**src/sv/rotary_arm_kinematic_transform_unit_assert.svh**
```systemverilog
// Assertion macros for the rotary arm kinematic transform unit.
// Included by modules that carry concurrent assertions; no other dependency.
`ifndef ROTARY_ARM_KINEMATIC_TRANSFORM_UNIT_ASSERT_SVH
`define ROTARY_ARM_KINEMATIC_TRANSFORM_UNIT_ASSERT_SVH

// Same-cycle implication, checked out of reset.
`define RAKT_ASSERT_NOW(LBL, CLK, RSTN, ANT, CONS) \
    LBL: assert property (@(posedge CLK) disable iff (!RSTN) (ANT) |-> (CONS)) \
        else $error("rakt assertion failed");

// Next-cycle implication, checked out of reset.
`define RAKT_ASSERT_NEXT(LBL, CLK, RSTN, ANT, CONS) \
    LBL: assert property (@(posedge CLK) disable iff (!RSTN) (ANT) |=> (CONS)) \
        else $error("rakt assertion failed");

`endif

```
**src/sv/rakt_pkg.sv**
```systemverilog
// Package for the rotary arm kinematic transform unit: types, constants, saturation.
// No dependencies.
package rakt_pkg;

    localparam int unsigned DATA_W    = 32;
    localparam int unsigned MOD_CELLS = 28;
    localparam int unsigned ATAN_LEN  = 30;

    localparam logic signed [35:0] PI_Q32      = 36'sd13493037705;
    localparam logic signed [35:0] TWO_PI_Q32  = 36'sd26986075410;
    localparam logic signed [35:0] HALF_PI_Q32 = 36'sd6746518852;
    localparam logic signed [33:0] GAIN_Q30    = 34'sd652032874;

    localparam logic signed [31:0] ATAN_Q30 [ATAN_LEN] = '{
        32'h3243F6A8, 32'h1DAC6705, 32'h0FADBAFC, 32'h07F56EA6, 32'h03FEAB76,
        32'h01FFD55B, 32'h00FFFAAA, 32'h007FFF55, 32'h003FFFEA, 32'h001FFFFD,
        32'h000FFFFF, 32'h0007FFFF, 32'h0003FFFF, 32'h0001FFFF, 32'h0000FFFF,
        32'h00007FFF, 32'h00003FFF, 32'h00001FFF, 32'h00000FFF, 32'h000007FF,
        32'h000003FF, 32'h000001FF, 32'h000000FF, 32'h0000007F, 32'h0000003F,
        32'h0000001F, 32'h0000000F, 32'h00000007, 32'h00000003, 32'h00000001
    };

    typedef enum logic [2:0] {
        CFG_ARM_RADIUS   = 3'd0,
        CFG_X_SHIFT      = 3'd1,
        CFG_Y_SHIFT      = 3'd2,
        CFG_ANGLE_OUT    = 3'd3,
        CFG_ANGLE_IN     = 3'd4,
        CFG_ANGLE_TO_RAD = 3'd5,
        CFG_RATE_SCALE   = 3'd6
    } t_cfg_idx;

    // Item fields that ride alongside the angle datapath
    typedef struct packed {
        logic              op;
        logic signed [31:0] xp;
        logic signed [31:0] yp;
        logic signed [31:0] a;
        logic signed [31:0] xv;
        logic signed [31:0] yv;
        logic signed [31:0] av;
        logic signed [31:0] v;
    } t_side;

    // Angle magnitude under reduction, with the sign of the raw product
    typedef struct packed {
        logic        neg;
        logic [62:0] mag;
    } t_red;

    // CORDIC rotation lane
    typedef struct packed {
        logic               neg;
        logic signed [33:0] x;
        logic signed [33:0] y;
        logic signed [33:0] z;
    } t_rot;

    function automatic logic signed [31:0] sat(input logic signed [65:0] v);
        logic signed [31:0] res;
        if (v > 66'sd2147483647) begin
            res = 32'sh7FFFFFFF;
        end else if (v < -66'sd2147483648) begin
            res = 32'sh80000000;
        end else begin
            res = v[31:0];
        end
        return res;
    endfunction

endpackage

```
**src/sv/rakt_cordic_cell.sv**
```systemverilog
// One rotation step of the CORDIC chain, with a fixed shift and arctangent.
// Depends on rakt_pkg.
module rakt_cordic_cell import rakt_pkg::*; #(
    parameter int unsigned IDX = 0
) (
    input  logic  i_clk,
    input  logic  i_rst_n,
    input  logic  i_en,
    input  logic  i_vld,
    input  t_rot  i_rot,
    input  t_side i_side,
    output logic  o_vld,
    output t_rot  o_rot,
    output t_side o_side
);
    localparam logic signed [33:0] ANG = 34'(ATAN_Q30[IDX]);

    logic  r_vld;
    t_rot  r_rot;
    t_side r_side;
    t_rot  n_rot;

    always_comb begin
        n_rot = i_rot;
        if (!i_rot.z[33]) begin
            n_rot.x = i_rot.x - (i_rot.y >>> IDX);
            n_rot.y = i_rot.y + (i_rot.x >>> IDX);
            n_rot.z = i_rot.z - ANG;
        end else begin
            n_rot.x = i_rot.x + (i_rot.y >>> IDX);
            n_rot.y = i_rot.y - (i_rot.x >>> IDX);
            n_rot.z = i_rot.z + ANG;
        end
    end

    always_ff @(posedge i_clk) begin
        if (!i_rst_n) begin
            r_vld <= 1'b0;
        end else if (i_en) begin
            r_vld <= i_vld;
        end
    end

    always_ff @(posedge i_clk) begin
        if (i_en) begin
            r_rot  <= n_rot;
            r_side <= i_side;
        end
    end

    assign o_vld  = r_vld;
    assign o_rot  = r_rot;
    assign o_side = r_side;
endmodule

```
**config.mk**
```make
export PLATFORM = sky130hd
export DESIGN_NAME = rakt_cordic_cell
export DESIGN_NICKNAME = d
export VERILOG_FILES = /design/src/sv/rotary_arm_kinematic_transform_unit_assert.svh /design/src/sv/rakt_pkg.sv /design/src/sv/rakt_cordic_cell.sv
export SDC_FILE = /design/constraint.sdc
export NUM_CORES = 1
export LEC_CHECK = 0
export ABC_AREA = 1
export BUFFER_PORTS_ARGS = -buffer_cell sky130_fd_sc_hd__buf_2
export CAP_MARGIN = 20
export CELL_PAD_IN_SITES_DETAIL_PLACEMENT = 1
export CELL_PAD_IN_SITES_GLOBAL_PLACEMENT = 1
export CORE_UTILIZATION = 25
export DETAILED_ROUTE_END_ITERATION = 6
export PLACE_DENSITY_LB_ADDON = 0.1
export SYNTH_ARGS = -nofsm -noshare
export SYNTH_HDL_FRONTEND = slang
export SYNTH_SLANG_ARGS = --single-unit
```
**constraint.sdc**
```tcl
create_clock -name i_clk -period 4.27 [get_ports i_clk]
set_clock_uncertainty 0.05 [all_clocks]
set_input_delay 0.2135 -clock i_clk [delete_from_list [all_inputs] [get_ports i_clk]]
set_output_delay 0.2135 -clock i_clk [all_outputs]
set_load 0.1 [all_outputs]
```
==> flow_metrics.py <==
metrics = {
    "outcome": {
        "outcome": "finished, final reports clean",
    },
    "place": {
        "dpl_cell_area_sq_um": 23200,
        "place.detailed.hpwl_um": 67800,
        "routabilityCongestion": 0.890,
        "port_buffers": 660,
        "setup_ws_pre_cts_ns": 1.46,
    },
    "sta": {
        "timing.max_slew.rel_slack_pct": 38.5,
        "finalHoldViolations": 0,
        "setup_tns_ns": 0,
        "achievable-frequency_mhz": 372,
        "fin_ws_ns": 1.58,
        "period_share_pct": 62.9,
        "grt_setup_unrepaired": "false",
        "post-route-min-period_ns": 2.69,
        "timing.final.max_slew_violations": 0,
        "report.final.setup_viol": 0,
        "hold_slack_ns": 0.0579,
        "worst_pin_slew_ns": 0.922,
    },
    "synth": {
        "synth_sequential_area_ratio_pct": 52.3,
        "dominantRegCellSynth": "sky130_fd_sc_hd__edfxtp_1",
        "synth_top_cell_area_share_pct": 52.2,
        "synth_async_sr_flop_share_pct": 0,
        "post_synth.cell_area_avg_sq_um": 9.15,
        "syn-num-nets": 2520,
        "count_of_synthesis_stage_warnings_from_yosys": 0,
        "synthesis.instances": 2056,
        "mappedNetlistArea_sq_um": 18800,
        "post-synth-top-area-cell": "sky130_fd_sc_hd__edfxtp_1",
        "synth.most_common_cell": "sky130_fd_sc_hd__nand2_1",
        "netlist_top_cells_area": "sky130_fd_sc_hd__edfxtp_1 52%, sky130_fd_sc_hd__nand2_1 10%, sky130_fd_sc_hd__ha_1 8.5%, sky130_fd_sc_hd__inv_1 4.9%, sky130_fd_sc_hd__nand3_1 4.8%",
        "synth.top_cells.by_count": "517 x sky130_fd_sc_hd__nand2_1, 327 x sky130_fd_sc_hd__edfxtp_1, 248 x sky130_fd_sc_hd__inv_1",
        "yosys_register_bits": 328,
        "synth-edff-count": 327,
        "yosysUniqueCellTypes": 42,
    },
    "setup_path": {
        "ws_path_type": "input pin to flip-flop",
        "most_common_cell_on_crit_path": "sky130_fd_sc_hd__nand2_1",
        "endpoint_arrival_time_on_the_critical_path_ns": 2.97,
        "timing.critical_path.fanout_max": 4,
        "crit_chain": "dlygate4sd3_1, buf_2, ha_1, fa_1, o21ai_1, nand2_1, nand2_1, nand2_1, nand2_1, nand2_1, nand2_1, nand2_1, nand3_1, nand2_1",
        "cp_slowest_stage_delay_ns": 0.54,
        "start_kind": "input pin",
        "critical_path_required_ns": 4.55,
        "kind_of_capture_point_of_the_worst_setup_path": "flip-flop",
        "crit_path_max_delay_cell_type": "sky130_fd_sc_hd__dlygate4sd3_1",
    },
    "finish": {
        "layout-drive-gt1-share_pct": 25.8,
        "sequential_cell_area_sq_um": 9840,
        "final_nets": 3420,
        "n_fill_cell": 8776,
        "area_growth_syn_to_layout_pct": 42.9,
        "finish.instance_area_sq_um": 26900,
        "multi_input_area_sq_um": 7750,
    },
    "clocking": {
        "cts_max_level": 2,
        "tritoncts.num_buffers": 42,
        "clock_path_buffers": 3,
        "cts_resized": 0,
        "clk_pin_slew_worst_paths_ns": 0.06,
        "cts_root_buffer": "sky130_fd_sc_hd__clkbuf_16",
        "worstSkewPairLatency_ns": 0.57,
        "tritoncts_clock_tree": "done",
        "cts_sinks": 328,
    },
    "floorplan": {
        "rows": 100,
        "start_util_pct": 25.3,
        "dieArea_sq_um": 76300,
        "die_width_um": 276,
        "floorplan.io_pins": 661,
        "die-height_um": 276,
        "core-area_sq_um": 74400,
    },
    "grt": {
        "grt_util_all_layers_pct": 21.7,
        "number_of_antenna_violations_at_the_first_check_in_global_routing": 3,
        "grt_overflow": 0,
        "grt_pass1_vias": 19840,
        "grt_first_pass_wirelength_um": 125000,
        "grt_start_max_net_pins": 100,
    },
    "detailed_routing": {
        "vias_per_cell": 4.60,
        "via_count": 18214,
        "drcViolationCount": 0,
        "first_pass_drt_iterations": 5,
        "post_drt_antenna_nets": 0,
        "number_of_design_rule_violations_left_by_the_first_detailed_router_iteration": 675,
        "routed_wl_um": 84400,
        "detail_route.wl_per_cell_um": 21.3,
    },
    "pwr": {
        "power.ir.vdd_worst_uv": 256,
        "p_per_area_nw_per_um2": 453,
        "p_leak_nw": 12.4,
    },
    "flow_run": {
        "maxcap_viol_count": 0,
    },
    "worst_hold_path": {
        "min-delay-path-class": "input pin to flip-flop",
    },
}
-- area by class of cell --
type / instances / share of cell area [%]
Clock inverter: 27 / 1.10
Inverter: 255 / 3.56
Tap cell: 969 / 4.51
Clock buffer: 49 / 4.01
Antenna cell: 2 / 0.0186
Timing Repair Buffer: 901 / 21.4
Sequential cell: 328 / 36.6
Multi-Input combinational cell: 1428 / 28.8
-- flip-flops by register name (all words and copies together) (netlist names) --
name    count
o_side    225
o_rot     102
o_vld       1
-- cell families after synthesis --
kind of cell,synth area share [%]
DFF,52.3
xor gates and xnor gates,2.19
buffers and inverters,6.51
adders and majority gates,8.94
and+or+nand+nor,20.9
AOI/OAI and AO/OA,9.12
-- metrics by stage --
stage / util [%] / power, mW / std cells
3_5_place_dp: 31.1 / 8.49 / 3647
5_1_grt: 36.1 / 12.7 / 3958
3_3_place_gp: 31.1 / 8.46 / 3647
6_report: 36.1 / 12.2 / 3959
2_1_floorplan: - / 7.38 / 2056
4_1_cts: 36.1 / 12.3 / 3957
-- worst paths after layout --
kind               end       from  cells past startpoint  slack, ns
max          o_rot[66]  i_rot[68]                     14       1.58
max reg2reg      o_vld      o_vld                      3       3.03
min          o_rot[31]  i_rot[31]                      4       0.06
min reg2reg      o_vld      o_vld                      3       1.04
-- cell usage in the layout (no fill, tap or decap), types with 6 or more instances in the layout --
cell / synthesis / routed
sky130_fd_sc_hd__buf_2: 12 / 659
sky130_fd_sc_hd__nand2_1: 517 / 517
sky130_fd_sc_hd__edfxtp_1: 327 / 327
sky130_fd_sc_hd__inv_1: 248 / 248
sky130_fd_sc_hd__dlygate4sd3_1: 0 / 234
sky130_fd_sc_hd__nand3_1: 180 / 180
sky130_fd_sc_hd__a21oi_1: 155 / 155
sky130_fd_sc_hd__nor2_1: 153 / 153
sky130_fd_sc_hd__ha_1: 128 / 128
sky130_fd_sc_hd__o21ai_0: 110 / 110
sky130_fd_sc_hd__xor2_1: 47 / 47
sky130_fd_sc_hd__clkbuf_16: 0 / 42
sky130_fd_sc_hd__nor3_1: 18 / 18
sky130_fd_sc_hd__nand4_1: 17 / 17
sky130_fd_sc_hd__o21bai_1: 13 / 13
sky130_fd_sc_hd__clkinv_1: 0 / 13
sky130_fd_sc_hd__nor2_2: 11 / 11
sky130_fd_sc_hd__nand2_2: 10 / 10
sky130_fd_sc_hd__o21ai_1: 8 / 8
sky130_fd_sc_hd__inv_2: 7 / 7
sky130_fd_sc_hd__nand3b_1: 7 / 7
sky130_fd_sc_hd__a21o_1: 7 / 7
sky130_fd_sc_hd__clkbuf_1: 8 / 7
sky130_fd_sc_hd__o21a_1: 6 / 6
-- where the power goes --
group	internal, mW	total [mW]	leakage, nW	switching (mW)
clock	2.12	3.59	0.656	1.47
combinational	0.868	4.57	8.55	3.70
sequential	3.93	4.03	3.21	0.0908
-- routing by layer --
metal	vias to the layer above	wire length, um	track usage, %
li1	8741	-	-
met1	8914	36300	26.7
met2	449	42200	39.0
met3	106	3680	3.38
met4	4	2230	5.96
met5	-	27	0
-- worst max-delay path, delay by kind of cell --
family,cells,cell delay [ns]
AOI/OAI and AO/OA,1,0.36
buffers and inverters,2,0.68
adders and majority gates,2,0.73
and+or+nand+nor,9,0.98
-- timing repair --
action	4_1_cts	5_1_grt
hold buffers	234	0
setup buffers	0	0
hold endpoints to repair	233	0
Power figures use the tool's default switching activity.
