$ cat config.mk
export PLATFORM = sky130hd
export DESIGN_NAME = rakt_mod_cell
export DESIGN_NICKNAME = d
export VERILOG_FILES = /design/src/sv/rotary_arm_kinematic_transform_unit_assert.svh /design/src/sv/rakt_pkg.sv /design/src/sv/rakt_mod_cell.sv
export SDC_FILE = /design/constraint.sdc
export NUM_CORES = 1
export LEC_CHECK = 0
export ABC_CLOCK_PERIOD_IN_PS = 3700
export BUFFER_PORTS_ARGS = -buffer_cell sky130_fd_sc_hd__clkbuf_2
export CAP_MARGIN = 5
export CORE_AREA = 2 2 229 231
export DETAILED_ROUTE_END_ITERATION = 6
export DIE_AREA = 0 0 231 233
export GPL_ROUTABILITY_DRIVEN = 0
export PLACE_DENSITY = 0.45
export SYNTH_ARGS = -nofsm -noshare
export SYNTH_HDL_FRONTEND = slang
export SYNTH_SLANG_ARGS = --single-unit
$ cat constraint.sdc
create_clock -name i_clk -period 3.7 [get_ports i_clk]
set_clock_uncertainty 0.05 [all_clocks]
set_input_delay 0.555 -clock i_clk [delete_from_list [all_inputs] [get_ports i_clk]]
set_output_delay 0.555 -clock i_clk [all_outputs]
set_load 0.02 [all_outputs]
$ cat src/sv/rotary_arm_kinematic_transform_unit_assert.svh
// Assertion macros for the rotary arm kinematic transform unit.
// Included by modules that carry concurrent assertions; no other dependency.
`ifndef ROTARY_ARM_KINEMATIC_TRANSFORM_UNIT_ASSERT_SVH
`define ROTARY_ARM_KINEMATIC_TRANSFORM_UNIT_ASSERT_SVH

// Same-cycle implication, checked out of reset.
`define RAKT_ASSERT_NOW(LBL, CLK, RSTN, ANT, CONS) \
    LBL: assert property (@(posedge CLK) disable iff (!RSTN) (ANT) |-> (CONS)) \
        else $error("rakt assertion failed");

// Next-cycle implication, checked out of reset.
`define RAKT_ASSERT_NEXT(LBL, CLK, RSTN, ANT, CONS) \
    LBL: assert property (@(posedge CLK) disable iff (!RSTN) (ANT) |=> (CONS)) \
        else $error("rakt assertion failed");

`endif

$ cat src/sv/rakt_pkg.sv
// Package for the rotary arm kinematic transform unit: types, constants, saturation.
// No dependencies.
package rakt_pkg;

    localparam int unsigned DATA_W    = 32;
    localparam int unsigned MOD_CELLS = 28;
    localparam int unsigned ATAN_LEN  = 30;

    localparam logic signed [35:0] PI_Q32      = 36'sd13493037705;
    localparam logic signed [35:0] TWO_PI_Q32  = 36'sd26986075410;
    localparam logic signed [35:0] HALF_PI_Q32 = 36'sd6746518852;
    localparam logic signed [33:0] GAIN_Q30    = 34'sd652032874;

    localparam logic signed [31:0] ATAN_Q30 [ATAN_LEN] = '{
        32'h3243F6A8, 32'h1DAC6705, 32'h0FADBAFC, 32'h07F56EA6, 32'h03FEAB76,
        32'h01FFD55B, 32'h00FFFAAA, 32'h007FFF55, 32'h003FFFEA, 32'h001FFFFD,
        32'h000FFFFF, 32'h0007FFFF, 32'h0003FFFF, 32'h0001FFFF, 32'h0000FFFF,
        32'h00007FFF, 32'h00003FFF, 32'h00001FFF, 32'h00000FFF, 32'h000007FF,
        32'h000003FF, 32'h000001FF, 32'h000000FF, 32'h0000007F, 32'h0000003F,
        32'h0000001F, 32'h0000000F, 32'h00000007, 32'h00000003, 32'h00000001
    };

    typedef enum logic [2:0] {
        CFG_ARM_RADIUS   = 3'd0,
        CFG_X_SHIFT      = 3'd1,
        CFG_Y_SHIFT      = 3'd2,
        CFG_ANGLE_OUT    = 3'd3,
        CFG_ANGLE_IN     = 3'd4,
        CFG_ANGLE_TO_RAD = 3'd5,
        CFG_RATE_SCALE   = 3'd6
    } t_cfg_idx;

    // Item fields that ride alongside the angle datapath
    typedef struct packed {
        logic              op;
        logic signed [31:0] xp;
        logic signed [31:0] yp;
        logic signed [31:0] a;
        logic signed [31:0] xv;
        logic signed [31:0] yv;
        logic signed [31:0] av;
        logic signed [31:0] v;
    } t_side;

    // Angle magnitude under reduction, with the sign of the raw product
    typedef struct packed {
        logic        neg;
        logic [62:0] mag;
    } t_red;

    // CORDIC rotation lane
    typedef struct packed {
        logic               neg;
        logic signed [33:0] x;
        logic signed [33:0] y;
        logic signed [33:0] z;
    } t_rot;

    function automatic logic signed [31:0] sat(input logic signed [65:0] v);
        logic signed [31:0] res;
        if (v > 66'sd2147483647) begin
            res = 32'sh7FFFFFFF;
        end else if (v < -66'sd2147483648) begin
            res = 32'sh80000000;
        end else begin
            res = v[31:0];
        end
        return res;
    endfunction

endpackage

$ cat src/sv/rakt_mod_cell.sv
// One compare-and-subtract cell of the angle range reduction chain.
// Depends on rakt_pkg.
module rakt_mod_cell import rakt_pkg::*; #(
    parameter int unsigned SHIFT = 0
) (
    input  logic  i_clk,
    input  logic  i_rst_n,
    input  logic  i_en,
    input  logic  i_vld,
    input  t_red  i_red,
    input  t_side i_side,
    output logic  o_vld,
    output t_red  o_red,
    output t_side o_side
);
    localparam logic [62:0] STEP = 63'(TWO_PI_Q32) << SHIFT;

    logic  r_vld;
    t_red  r_red;
    t_side r_side;
    t_red  n_red;

    always_comb begin
        n_red = i_red;
        if (i_red.mag >= STEP) begin
            n_red.mag = i_red.mag - STEP;
        end
    end

    always_ff @(posedge i_clk) begin
        if (!i_rst_n) begin
            r_vld <= 1'b0;
        end else if (i_en) begin
            r_vld <= i_vld;
        end
    end

    always_ff @(posedge i_clk) begin
        if (i_en) begin
            r_red  <= n_red;
            r_side <= i_side;
        end
    end

    assign o_vld  = r_vld;
    assign o_red  = r_red;
    assign o_side = r_side;
endmodule

==> reports/metrics.json, run 1 <==
{
  "first_pass_grt_wire_length": {"value": 58.7, "unit": "mm"},
  "worst_hold_startpoint": {"value": "i_side[129]"},
  "grt_start_max_net_pins": {"value": 99},
  "globalRouteOverflowTotal": {"value": 0},
  "critPathMostFrequentCell": {"value": "buf_4"},
  "core_area": {"value": 51100, "unit": "um2"},
  "die_x": {"value": 231, "unit": "um"},
  "synthDominantCellAreaShare": {"value": 81.8, "unit": "%"},
  "min_to": {"value": "o_side[129]$_DFFE_PP_"},
  "cts_stage_hold_buffer_count": {"value": 0},
  "synth_top_family_by_area": {"value": "simple AND/OR/NAND/NOR gates"},
  "path_max_fanout": {"value": 13},
  "grtUsageTotal": {"value": 15.5, "unit": "%"},
  "path_cells": {"value": "clkbuf_2, inv_1, ha_1, nor2b_1, o21ai_0, a311o_1, a22oi_1, buf_4, o41ai_4, buf_4, o2111ai_1, xnor2_1"},
  "path_delay_family": {"value": "compound AO/OA/AOI/OAI gates"},
  "largest_cells_by_area_after_synthesis": {"value": "edfxtp_1, xnor2_1, xor2_1"},
  "slew_headroom": {"value": 44.0, "unit": "%"},
  "avgViaCountPerCell": {"value": 4.07},
  "setup.worst_path.class": {"value": "primary input to flop"},
  "area_growth_syn_to_layout": {"value": 47.8, "unit": "%"},
  "grt_antenna_before_repair": {"value": 7},
  "post_route_setup_slack": {"value": 755, "unit": "ps"},
  "dpl-instance-area": {"value": 14600, "unit": "um2"},
  "synth_edf_count": {"value": 289},
  "firstDrtPassIters": {"value": 4},
  "setup_viol": {"value": 0},
  "filler_cells_inserted": {"value": 5308},
  "logic_depth_of_the_worst_register_to_register_path": {"value": 2},
  "setup.worst_path.start_class": {"value": "primary input"},
  "synthesized_area_divided_by_synthesized_cell_count": {"value": 18.4, "unit": "um2"},
  "cp.arrival": {"value": 3170, "unit": "ps"},
  "floorplan.initialDensity": {"value": 20.8, "unit": "%"},
  "ys.flop_type": {"value": "edfxtp_1"},
  "critical_path.reg2reg.startpoint": {"value": "o_vld$_SDFFE_PN0P_"},
  "layout-drive-gt1-share": {"value": 54.4, "unit": "%"},
  "critical_path_buffer_and_inverter_count": {"value": 4},
  "drt-initial-drc-count": {"value": 447},
  "endpoint_kind": {"value": "flop"},
  "synthCells": {"value": 577},
  "cts_setup_buffers": {"value": 0},
  "finalCritPeriodShare": {"value": 79.6, "unit": "%"},
  "timing.fmax": {"value": 340, "unit": "MHz"},
  "synth_xor_area_share": {"value": 5.03, "unit": "%"},
  "worstPathRequired": {"value": 3920, "unit": "ps"},
  "synth-simple-area-share": {"value": 8.56, "unit": "%"},
  "synth.ff_latch_count": {"value": 290},
  "cts.sinks": {"value": 290},
  "synth.net_count": {"value": 871},
  "critical_path.reg2reg.endpoint": {"value": "o_vld$_SDFFE_PN0P_"},
  "tritoncts": {"value": "built"},
  "clk_root_buffer_cell": {"value": "clkbuf_16"},
  "final_cell_area": {"value": 15700, "unit": "um2"},
  "seq_area_frac_synth": {"value": 82.0, "unit": "%"},
  "post_synthesis_compound_gate_area_fraction": {"value": 3.37, "unit": "%"},
  "top_level_ports": {"value": 583},
  "number_of_h_tree_levels": {"value": 2},
  "synth.area.mux_share": {"value": 0.0943, "unit": "%"},
  "slew_violations": {"value": 0},
  "grt_pass1_vias": {"value": 7918},
  "floorplan.rows": {"value": 83},
  "worst_slew_pin_slew": {"value": 840, "unit": "ps"},
  "finalHoldViolations": {"value": 0},
  "yosys.area.top_type": {"value": "edfxtp_1"},
  "post-route-min-period": {"value": 2940, "unit": "ps"},
  "remaining_drc_errors": {"value": 0},
  "yosys.cell_types.count": {"value": 57},
  "detail_route.wirelength": {"value": 43.8, "unit": "mm"},
  "cts-buffers-inserted": {"value": 37},
  "grt_setup_unrepaired": {"value": "false"},
  "synth_top_cells_by_count": {"value": "edfxtp_1, xnor2_1, nor2_1, xor2_1, nand2_1"},
  "ir_worst_vdd": {"value": 0.000228, "unit": "V"},
  "cts-resized-gates": {"value": 0},
  "yosysWarnings": {"value": 0},
  "fin_nets": {"value": 1510},
  "dp_worst_setup_slack": {"value": 224, "unit": "ps"},
  "buffer_ports.inserted": {"value": 582},
  "worst_skew_pair.late_latency": {"value": 520, "unit": "ps"},
  "hold-path-cell-count": {"value": 1},
  "synth.most_common_cell": {"value": "edfxtp_1"},
  "yosys.area_share.adder": {"value": 0.118, "unit": "%"},
  "crit_path_top_delay_cell": {"value": "o41ai_4"},
  "vias": {"value": 7829},
  "pwr_density_cell": {"value": 539, "unit": "nW/um2"},
  "wire_per_inst": {"value": 22.8, "unit": "um"},
  "clkSlewWorstSetupHoldPaths": {"value": 60, "unit": "ps"},
  "max-clock-path-buffers": {"value": 3},
  "synthesis.area": {"value": 10600, "unit": "um2"},
  "count_of_max_cap_constraint_violations": {"value": 0},
  "outcome": {"value": "finished, final reports clean"},
  "synthArstFlopShare": {"value": 0, "unit": "%"},
  "dieArea": {"value": 53800, "unit": "um2"},
  "antenna_left": {"value": 0},
  "final.setup.tns": {"value": 0, "unit": "ps"},
  "path_type_of_the_worst_min_delay_path": {"value": "primary input to flop"},
  "critPathMaxStageDelay": {"value": 540, "unit": "ps"},
  "static-leakage-power": {"value": 6.54, "unit": "nW"},
  "place_hpwl": {"value": 35.3, "unit": "mm"},
  "die_height": {"value": 233, "unit": "um"},
  "reg2reg_setup_slack": {"value": 3060, "unit": "ps"}
}
[worst max-delay path by stage]
stage	from	end	slack [ps]	cells after the start
finish	i_red[1]	o_red[43]$_DFFE_PP_	760	12
global route	i_red[1]	o_red[43]$_DFFE_PP_	560	12
CTS	i_red[1]	o_red[43]$_DFFE_PP_	790	12
detailed placement	i_red[1]	o_red[43]$_DFFE_PP_	220	12
global placement	i_red[24]	o_red[57]$_DFFE_PP_	270	7
floorplan	i_red[1]	o_red[60]$_DFFE_PP_	650	9
[placed cells by master, fill, tap and decap left out, drive strengths merged, types with 7 or more instances in the layout]
cell    Yosys  final
o21ai       8      8
nand4       9      9
or3         7      7
nor3       22     22
clkbuf      5    623
xor2       28     28
nor4       17     17
inv         7      9
xnor2      33     33
edfxtp    289    289
nor2       28     28
a21oi      10     10
nand2      28     28
or4         9      9
buf         5     29
clkinv      0     15
nand3      14     14
[flip-flops by register name, summed over array words and instances (netlist names)]
signal and flops:
o_side 225, o_red 64, o_vld 1
[layer usage]
| metal | vias up | wire length, um | global-route usage, % |
|---|---|---|---|
| li1 | 3557 | - | - |
| met1 | 3867 | 15900 | 16.7 |
| met2 | 333 | 22900 | 28.0 |
| met3 | 62 | 3890 | 5.99 |
| met4 | 10 | 1040 | 4.62 |
| met5 | - | 65 | 0 |
[logic make-up (layout without fill, tap and decap cells)]
kind of cell    count (synthesis)  in the layout
mux                             1              1
fa+ha+maj                       1              1
simple gates                  158            158
compound gates                 49             49
flops                         290            290
buf+inv                        17            680
other cells                     0              2
xor+xnor                       61             61
[report_power, final]
| group | leakage [nW] | switching [mW] | internal [mW] |
|---|---|---|---|
| Combinational | 3.16 | 0.737 | 0.344 |
| Sequential | 2.84 | 0.0877 | 3.93 |
| Clock | 0.540 | 1.39 | 1.97 |
| Total | 6.54 | 2.22 | 6.24 |
[through the flow]
| stage | hold WS [ps] | util, % | power [mW] | std cells |
|---|---|---|---|---|
| after global placement | 458 | 28.5 | 5.19 | 1857 |
| after floorplan | 539 | - | 4.52 | 577 |
| final | 141 | 30.7 | 8.46 | 1922 |
| after CTS | 99.4 | 30.7 | 8.64 | 1920 |
| after detailed placement | 466 | 28.5 | 5.19 | 1857 |
| after global routing | 107 | 30.7 | 8.80 | 1921 |
[area by class of cell]
type	instances	area [um2]	area share, %
clock inverters	21	165	1.05
multi-input cells	270	1830	11.7
repair buffers	610	3160	20.1
clock buffers	42	945	6.02
well taps	680	851	5.43
flip-flops and latches	290	8700	55.5
diodes	2	5.00	0.0319
inverters	7	26.3	0.168
Power figures use the tool's default switching activity.
==> run 2, diff against run 1 <==
--- a/config.mk
+++ b/config.mk
@@ -5,7 +5,7 @@
 export SDC_FILE = /design/constraint.sdc
 export NUM_CORES = 1
 export LEC_CHECK = 0
-export ABC_CLOCK_PERIOD_IN_PS = 3700
+export ABC_CLOCK_PERIOD_IN_PS = 2800
 export BUFFER_PORTS_ARGS = -buffer_cell sky130_fd_sc_hd__clkbuf_2
 export CAP_MARGIN = 5
 export CORE_AREA = 2 2 229 231
==> constraint.sdc (replaced) <==
create_clock -name i_clk -period 2.8 [get_ports i_clk]
set_clock_uncertainty 0.05 [all_clocks]
set_input_delay 0.42 -clock i_clk [delete_from_list [all_inputs] [get_ports i_clk]]
set_output_delay 0.42 -clock i_clk [all_outputs]
set_load 0.02 [all_outputs]
==> reports/metrics.json, run 2 (synthesis results as in run 1) <==
{
  "die_height": {"value": 233, "unit": "um", "change": "unchanged"},
  "layout.cells.non_filler": {"value": 2247, "change": "+17%"},
  "dpl-instance-area": {"value": 15400, "unit": "um2", "change": "+5.5%"},
  "number_of_h_tree_levels": {"value": 2, "change": "unchanged"},
  "floorplan.initialDensity": {"value": 20.8, "unit": "%", "change": "unchanged"},
  "final_cell_area": {"value": 18800, "unit": "um2", "change": "+20%"},
  "path_type_of_the_worst_min_delay_path": {"value": "primary input to flop"},
  "remaining_drc_errors": {"value": 0, "change": "unchanged"},
  "static-leakage-power": {"value": 8.01, "unit": "nW", "change": "+22%"},
  "avgViaCountPerCell": {"value": 4.02, "change": "-1.3%"},
  "cts.sinks": {"value": 290, "change": "unchanged"},
  "grt_antenna_before_repair": {"value": 2, "change": "-5"},
  "floorplan.rows": {"value": 83, "change": "unchanged"},
  "area_growth_syn_to_layout": {"value": 76.7, "unit": "%"},
  "detail_route.wirelength": {"value": 46.0, "unit": "mm", "change": "+5.1%"},
  "tritoncts": {"value": "built"},
  "ir_worst_vdd": {"value": 0.000375, "unit": "V", "change": "+65%"},
  "dp_worst_setup_slack": {"value": -324, "unit": "ps", "change": "-548 ps"},
  "grtUsageTotal": {"value": 16.3, "unit": "%", "change": "+0.75 points"},
  "core_area": {"value": 51100, "unit": "um2", "change": "unchanged"},
  "number_of_flip_flops_in_the_largest_register": {"value": 225, "change": "unchanged"},
  "fin_nets": {"value": 1832, "change": "+21%"},
  "slew_headroom": {"value": 57.0, "unit": "%", "change": "+13 points"},
  "antenna_left": {"value": 0, "change": "unchanged"},
  "layout-drive-gt1-share": {"value": 49.9, "unit": "%", "change": "-4.5 points"},
  "drt-initial-drc-count": {"value": 459, "change": "+2.7%"},
  "dpl.cell_count": {"value": 1957, "change": "+5.4%"},
  "share_comb_of_total_power": {"value": 15.4, "unit": "%", "change": "+2.6 points"},
  "finalHoldViolations": {"value": 0, "change": "unchanged"},
  "buffer_ports.inserted": {"value": 582, "change": "unchanged"},
  "worstPathRequired": {"value": 3030, "unit": "ps", "change": "-890 ps"},
  "grt_pass1_vias": {"value": 9292, "change": "+17%"},
  "final_util": {"value": 36.7, "unit": "%", "change": "+6.0 points"},
  "grt_start_max_net_pins": {"value": 62, "change": "-37%"},
  "slew_violations": {"value": 0, "change": "unchanged"},
  "die_x": {"value": 231, "unit": "um", "change": "unchanged"},
  "top_level_ports": {"value": 583, "change": "unchanged"},
  "final_cell_mix": {"value": "clkbuf_2, edfxtp_1, dlygate4sd3_1"},
  "endpoint_kind": {"value": "flop"},
  "cts-resized-gates": {"value": 0, "change": "unchanged"},
  "wire_per_inst": {"value": 20.5, "unit": "um", "change": "-10%"},
  "count_of_max_cap_constraint_violations": {"value": 0, "change": "unchanged"},
  "max-clock-path-buffers": {"value": 3, "change": "unchanged"},
  "cts-buffers-inserted": {"value": 37, "change": "unchanged"},
  "insertedDiodeCount": {"value": 0, "change": "-2"},
  "place_hpwl": {"value": 35.8, "unit": "mm", "change": "+1.3%"},
  "p_switching": {"value": 3.07, "unit": "mW", "change": "+39%"},
  "filler_cells_inserted": {"value": 5047, "change": "-4.9%"},
  "first_pass_grt_wire_length": {"value": 63.4, "unit": "mm", "change": "+7.9%"},
  "cts_setup_buffers": {"value": 0, "change": "unchanged"},
  "pwr_density_cell": {"value": 620, "unit": "nW/um2", "change": "+15%"},
  "path_max_fanout": {"value": 5, "change": "-8"},
  "critPathMostFrequentCell": {"value": "buf_4"},
  "post-route-min-period": {"value": 2620, "unit": "ps"},
  "dieArea": {"value": 53800, "unit": "um2", "change": "unchanged"},
  "setup.worst_path.start_class": {"value": "primary input"},
  "setup.worst_path.class": {"value": "primary input to flop"},
  "clock_share_of_power": {"value": 39.0, "unit": "%", "change": "-0.7 points"},
  "vias": {"value": 9037, "change": "+15%"},
  "globalRouteOverflowTotal": {"value": 0, "change": "unchanged"},
  "worst_slew_pin_slew": {"value": 640, "unit": "ps", "change": "-200 ps"},
  "leading_cell_type_in_the_layout_fill_and_taps_excluded": {"value": "clkbuf_2"},
  "firstDrtPassIters": {"value": 5, "change": "+1"},
  "cp.arrival": {"value": 2860, "unit": "ps", "change": "-310 ps"},
  "crit_path_top_delay_cell": {"value": "o41ai_4"},
  "clkSlewWorstSetupHoldPaths": {"value": 60, "unit": "ps", "change": "about the same"},
  "clk_root_buffer_cell": {"value": "clkbuf_16"},
  "swShare": {"value": 26.4, "unit": "%", "change": "+0.23 points"},
  "post_route_setup_slack": {"value": 176, "unit": "ps", "change": "-579 ps"},
  "final.setup.tns": {"value": 0, "unit": "ps", "change": "unchanged"},
  "setup_viol": {"value": 0, "change": "unchanged"},
  "path_cells": {"value": "clkbuf_2, inv_1, ha_1, nor2b_1, o21ai_1, a311o_1, a22oi_1, buf_4, o41ai_4, buf_4, o2111ai_1, xnor2_1"},
  "worst_skew_pair.late_latency": {"value": 520, "unit": "ps", "change": "about the same"},
  "finalCritPeriodShare": {"value": 93.7, "unit": "%"},
  "critPathMaxStageDelay": {"value": 570, "unit": "ps", "change": "+30 ps"},
  "grt_setup_unrepaired": {"value": "false"},
  "sequentialPowerShare": {"value": 45.6, "unit": "%", "change": "-1.9 points"},
  "p_int": {"value": 8.56, "unit": "mW", "change": "+37%"},
  "timing.fmax": {"value": 381, "unit": "MHz"},
  "outcome": {"value": "finished, final reports clean"}
}
-- run 2: power groups by stage --
stage	sequential [mW]	clock (mW)	combinational, mW
floorplan	5.84	0	0.134
global placement	5.39	0	1.54
detailed placement	5.39	0	1.55
CTS	5.31	4.71	1.82
global route	5.33	4.88	1.89
finish	5.30	4.54	1.79
-- run 2: layout make-up --
type | count | area, um2 | share of cell area, %
sequential | 290 | 8700 | 46.4
timing repair buffer | 932 | 6180 | 33.0
clock buffer | 44 | 995 | 5.30
multi-input combinational | 270 | 1840 | 9.82
inverter | 7 | 26.3 | 0.140
clock inverter | 24 | 160 | 0.854
tap | 680 | 851 | 4.54
-- run 2: worst max-delay path, delay by kind of cell --
family                   cells  cell delay, ps
adder cells (fa/ha/maj)      1             210
AND/OR/NAND/NOR              1             140
AO/OA/AOI/OAI                5            1340
XOR/XNOR                     1             160
buffers and inverters        4             580
-- run 2: path summary, 6_finish.rpt --
path,depth (start not counted),slack (ps),from,endpoint
worst min register to register,2,490,o_vld$_SDFFE_PN0P_,o_vld$_SDFFE_PN0P_
worst max register to register,2,2150,o_vld$_SDFFE_PN0P_,o_vld$_SDFFE_PN0P_
worst min-delay path,1,40,i_side[170],o_side[170]$_DFFE_PP_
worst max-delay path,12,180,i_red[1],o_red[43]$_DFFE_PP_
-- run 2: through the flow --
| stage | power, mW | hold slack [ps] |
|---|---|---|
| global placement | 6.93 | 455 |
| global route | 12.1 | 4.46 |
| detailed placement | 6.94 | 475 |
| CTS | 11.8 | 0.609 |
| finish | 11.6 | 43.2 |
| floorplan | 5.97 | 469 |
-- run 2: layer usage --
layer / track usage, % / share of wire, % / vias to the layer above
met4: 3.89 / 1.7 / 2
met3: 3.80 / 6.0 / 47
met1: 18.9 / 39 / 4421
met2: 30.1 / 53 / 362
met5: 0 / 0.028 / -
li1: - / - / 4205
-- run 2: what timing repair did --
item                                    in CTS  in global routing
hold buffers                               217                  5
endpoints found under the setup margin       0                  0
hold endpoints to repair                   217                  5
==> run 3, diff against run 2 <==
--- a/config.mk
+++ b/config.mk
@@ -5,14 +5,15 @@
 export SDC_FILE = /design/constraint.sdc
 export NUM_CORES = 1
 export LEC_CHECK = 0
+export ABC_AREA = 1
 export ABC_CLOCK_PERIOD_IN_PS = 2800
 export BUFFER_PORTS_ARGS = -buffer_cell sky130_fd_sc_hd__clkbuf_2
 export CAP_MARGIN = 5
-export CORE_AREA = 2 2 229 231
+export CORE_AREA = 2 2 227 229
 export DETAILED_ROUTE_END_ITERATION = 6
-export DIE_AREA = 0 0 231 233
+export DIE_AREA = 0 0 229 231
 export GPL_ROUTABILITY_DRIVEN = 0
-export PLACE_DENSITY = 0.45
+export PLACE_DENSITY = 0.5
 export SYNTH_ARGS = -nofsm -noshare
 export SYNTH_HDL_FRONTEND = slang
 export SYNTH_SLANG_ARGS = --single-unit
==> reports/metrics.json, run 3 <==
{
  "synthDominantCellAreaShare": {"value": 70.6, "unit": "%", "change": "-11 points"},
  "grt_antenna_before_repair": {"value": 5, "change": "+3"},
  "area_growth_syn_to_layout": {"value": 58.4, "unit": "%"},
  "swShare": {"value": 27.7, "unit": "%", "change": "+1.2 points"},
  "final_cell_area": {"value": 19500, "unit": "um2", "change": "+3.9%"},
  "detail_route.wirelength": {"value": 61.5, "unit": "mm", "change": "+34%"},
  "dpl.cell_count": {"value": 2380, "change": "+22%"},
  "cts.sinks": {"value": 290, "change": "unchanged"},
  "p_switching": {"value": 3.34, "unit": "mW", "change": "+8.8%"},
  "max-clock-path-buffers": {"value": 3, "change": "unchanged"},
  "yosys.cell_types.count": {"value": 33, "change": "-42%"},
  "worst_skew_pair.late_latency": {"value": 530, "unit": "ps", "change": "about the same"},
  "cts_stage_hold_buffer_count": {"value": 203, "change": "-6.5%"},
  "antenna_left": {"value": 0, "change": "unchanged"},
  "avgViaCountPerCell": {"value": 4.49, "change": "+12%"},
  "layout.cells.non_filler": {"value": 2653, "change": "+18%"},
  "pwr_density_cell": {"value": 621, "unit": "nW/um2", "change": "about the same"},
  "synth_edf_count": {"value": 289, "change": "unchanged"},
  "worst_hold_slack": {"value": 32.7, "unit": "ps", "change": "-10.5 ps"},
  "ys.flop_type": {"value": "edfxtp_1"},
  "remaining_drc_errors": {"value": 0, "change": "unchanged"},
  "p_int": {"value": 8.75, "unit": "mW", "change": "+2.2%"},
  "synthArstFlopShare": {"value": 0, "unit": "%", "change": "unchanged"},
  "path_type_of_the_worst_min_delay_path": {"value": "primary input to flop"},
  "finalCritPeriodShare": {"value": 71.0, "unit": "%", "change": "-23 points"},
  "outcome": {"value": "finished, final reports clean"},
  "cts-buffers-inserted": {"value": 37, "change": "unchanged"},
  "dp_worst_setup_slack": {"value": 288, "unit": "ps", "change": "+612 ps"},
  "grt_start_max_net_pins": {"value": 71, "change": "+15%"},
  "wire_per_inst": {"value": 23.2, "unit": "um", "change": "+13%"},
  "setup_viol": {"value": 0, "change": "unchanged"},
  "ir_worst_vdd": {"value": 0.000325, "unit": "V", "change": "-13%"},
  "fin_nets": {"value": 2236, "change": "+22%"},
  "cp.arrival": {"value": 2200, "unit": "ps", "change": "-660 ps"},
  "post-route-min-period": {"value": 1990, "unit": "ps", "change": "-637 ps"},
  "logic_depth_of_the_worst_register_to_register_path": {"value": 2, "change": "unchanged"},
  "worstPathRequired": {"value": 3010, "unit": "ps", "change": "-20 ps"},
  "final.setup.tns": {"value": 0, "unit": "ps", "change": "unchanged"},
  "slew_headroom": {"value": 58.6, "unit": "%", "change": "+1.7 points"},
  "post_route_setup_slack": {"value": 813, "unit": "ps", "change": "+637 ps"},
  "floorplan.rows": {"value": 83, "change": "unchanged"},
  "buffer_ports.inserted": {"value": 582, "change": "unchanged"},
  "number_of_h_tree_levels": {"value": 2, "change": "unchanged"},
  "worst_slew_pin_slew": {"value": 621, "unit": "ps", "change": "-19.3 ps"},
  "die_height": {"value": 231, "unit": "um", "change": "-0.86%"},
  "final_cell_mix": {"value": "clkbuf_2, nand2_1, edfxtp_1"},
  "first_pass_grt_wire_length": {"value": 84.9, "unit": "mm", "change": "+34%"},
  "footprint_of_the_multi_input_gates": {"value": 3130, "unit": "um2", "change": "+70%"},
  "endpoint_kind": {"value": "flop"},
  "filler_cells_inserted": {"value": 5092, "change": "+0.89%"},
  "top_level_ports": {"value": 583, "change": "unchanged"},
  "synthCells": {"value": 1107, "change": "+92%"},
  "seq_area_frac_synth": {"value": 70.7, "unit": "%", "change": "-11 points"},
  "place_hpwl": {"value": 48.7, "unit": "mm", "change": "+36%"},
  "sequentialPowerShare": {"value": 44.0, "unit": "%", "change": "-1.6 points"},
  "leading_cell_type_in_the_layout_fill_and_taps_excluded": {"value": "clkbuf_2"},
  "share_comb_of_total_power": {"value": 15.9, "unit": "%", "change": "+0.5 points"},
  "path_max_fanout": {"value": 21, "change": "+16"},
  "synth.most_common_cell": {"value": "nand2_1"},
  "clock_share_of_power": {"value": 40.1, "unit": "%", "change": "+1.1 points"},
  "tritoncts": {"value": "built"},
  "footprint_of_the_flip_flops_and_latches": {"value": 8700, "unit": "um2", "change": "unchanged"},
  "clk_root_buffer_cell": {"value": "clkbuf_16"},
  "clkSlewWorstSetupHoldPaths": {"value": 60, "unit": "ps", "change": "about the same"},
  "synth.net_count": {"value": 1401, "change": "+61%"},
  "largest_cells_by_area_after_synthesis": {"value": "edfxtp_1, nand2_1, nor2_1"},
  "synth_top_family_by_area": {"value": "simple AND/OR/NAND/NOR gates"},
  "synth_top_cells_by_count": {"value": "nand2_1, edfxtp_1, nor2_1"},
  "drt-initial-drc-count": {"value": 950, "change": "+110%"},
  "synthesized_area_divided_by_synthesized_cell_count": {"value": 11.1, "unit": "um2", "change": "-40%"},
  "post-layout-total-power": {"value": 12.1, "unit": "mW", "change": "+3.9%"},
  "synth.ff_latch_count": {"value": 290, "change": "unchanged"},
  "count_of_max_cap_constraint_violations": {"value": 0, "change": "unchanged"},
  "static-leakage-power": {"value": 8.65, "unit": "nW", "change": "+8.1%"},
  "dpl-instance-area": {"value": 16200, "unit": "um2", "change": "+5.6%"},
  "yosys.area_share.adder": {"value": 0.102, "unit": "%", "change": "-0.016 points"},
  "layout-drive-gt1-share": {"value": 35.2, "unit": "%", "change": "-15 points"},
  "floorplan.initialDensity": {"value": 24.3, "unit": "%", "change": "+3.5 points"},
  "synth_xor_area_share": {"value": 0.997, "unit": "%", "change": "-4.0 points"},
  "core_area": {"value": 50700, "unit": "um2", "change": "-0.81%"},
  "grtUsageTotal": {"value": 22.5, "unit": "%", "change": "+6.2 points"},
  "die_x": {"value": 229, "unit": "um", "change": "-0.87%"},
  "cts-resized-gates": {"value": 0, "change": "unchanged"},
  "cts_setup_buffers": {"value": 0, "change": "unchanged"},
  "yosysWarnings": {"value": 0, "change": "unchanged"},
  "globalRouteOverflowTotal": {"value": 0, "change": "unchanged"},
  "firstDrtPassIters": {"value": 6, "change": "+1"},
  "slew_violations": {"value": 0, "change": "unchanged"},
  "grt_pass1_vias": {"value": 11600, "change": "+25%"},
  "setup.worst_path.start_class": {"value": "primary input"},
  "post_synthesis_compound_gate_area_fraction": {"value": 3.21, "unit": "%", "change": "-0.16 points"},
  "synth-simple-area-share": {"value": 21.1, "unit": "%", "change": "+13 points"},
  "setup.worst_path.class": {"value": "primary input to flop"},
  "final_util": {"value": 38.4, "unit": "%", "change": "+1.7 points"},
  "grt_setup_unrepaired": {"value": "false"},
  "number_of_flip_flops_in_the_largest_register": {"value": 225, "change": "unchanged"},
  "yosys.area.top_type": {"value": "edfxtp_1"},
  "dieArea": {"value": 52900, "unit": "um2", "change": "-1.7%"},
  "synth.area.mux_share": {"value": 0, "unit": "%", "change": "-0.094 points"},
  "synthesis.area": {"value": 12300, "unit": "um2", "change": "+16%"},
  "timing.fmax": {"value": 503, "unit": "MHz", "change": "+32%"},
  "hold-path-cell-count": {"value": 1, "change": "unchanged"},
  "finalHoldViolations": {"value": 0, "change": "unchanged"},
  "vias": {"value": 11900, "change": "+32%"}
}
-- run 3: changes by cell type in the layout (fill, tap and decap cells not counted), sizes merged, moves of 32 or more --
cell / delta
buf: -107
xnor2: -32
nand2: +313
nand3: +46
nor2: +125
inv: +98
-- run 3: kinds of logic (layout without fill, tap and decap cells) --
kind of cell | count (synthesis) | in the layout
DFF | 290 | 290
AOI/OAI and AO/OA | 75 | 75
and+or+nand+nor | 611 | 611
xor gates and xnor gates | 14 | 14
other | 0 | 4
buffers and inverters | 116 | 978
adders and majority gates | 1 | 1
-- run 3: metal layers --
metal	global-route usage [%]	share of wire (%)
met1	28.6	41
met2	38.6	49
met3	5.19	7.6
met4	5.52	2.1
met5	0	0.041
-- run 3: layout make-up --
type | count | area share [%]
sequential | 290 | 44.6
timing repair buffer | 806 | 26.6
multi-input combinational | 701 | 16.1
clock buffer | 40 | 5.03
tap | 680 | 4.37
inverter | 106 | 2.04
clock inverter | 26 | 1.19
antenna | 4 | 0.0514
-- run 3: power groups by stage --
stage / Combinational (mW) / Sequential [mW] / Clock [mW]
after CTS: 1.93 / 5.33 / 4.96
after floorplan: 0.241 / 5.83 / 0
after global routing: 2.02 / 5.35 / 5.13
final: 1.92 / 5.32 / 4.85
after detailed placement: 1.67 / 5.41 / 0
after global placement: 1.67 / 5.41 / 0
-- run 3: worst max-delay path, stage by stage --
cell and delay, ps:
clkbuf_2 90, inv_1 110, ha_1 210, inv_1 90, o21ai_2 200, nand2_1 150, nand2_1 130, nand2_1 90
nand3b_4 80, nand2_2 70, a21oi_2 140, buf_4 290, a21oi_1 80
-- run 3: worst paths after layout --
check	start	to	slack (ps)
max	i_red[1]	o_red[43]$_DFFE_PP_	810
min	i_side[75]	o_side[75]$_DFFE_PP_	30
max reg2reg	o_vld$_SDFFE_PN0P_	o_vld$_SDFFE_PN0P_	2090
min reg2reg	o_vld$_SDFFE_PN0P_	o_vld$_SDFFE_PN0P_	530
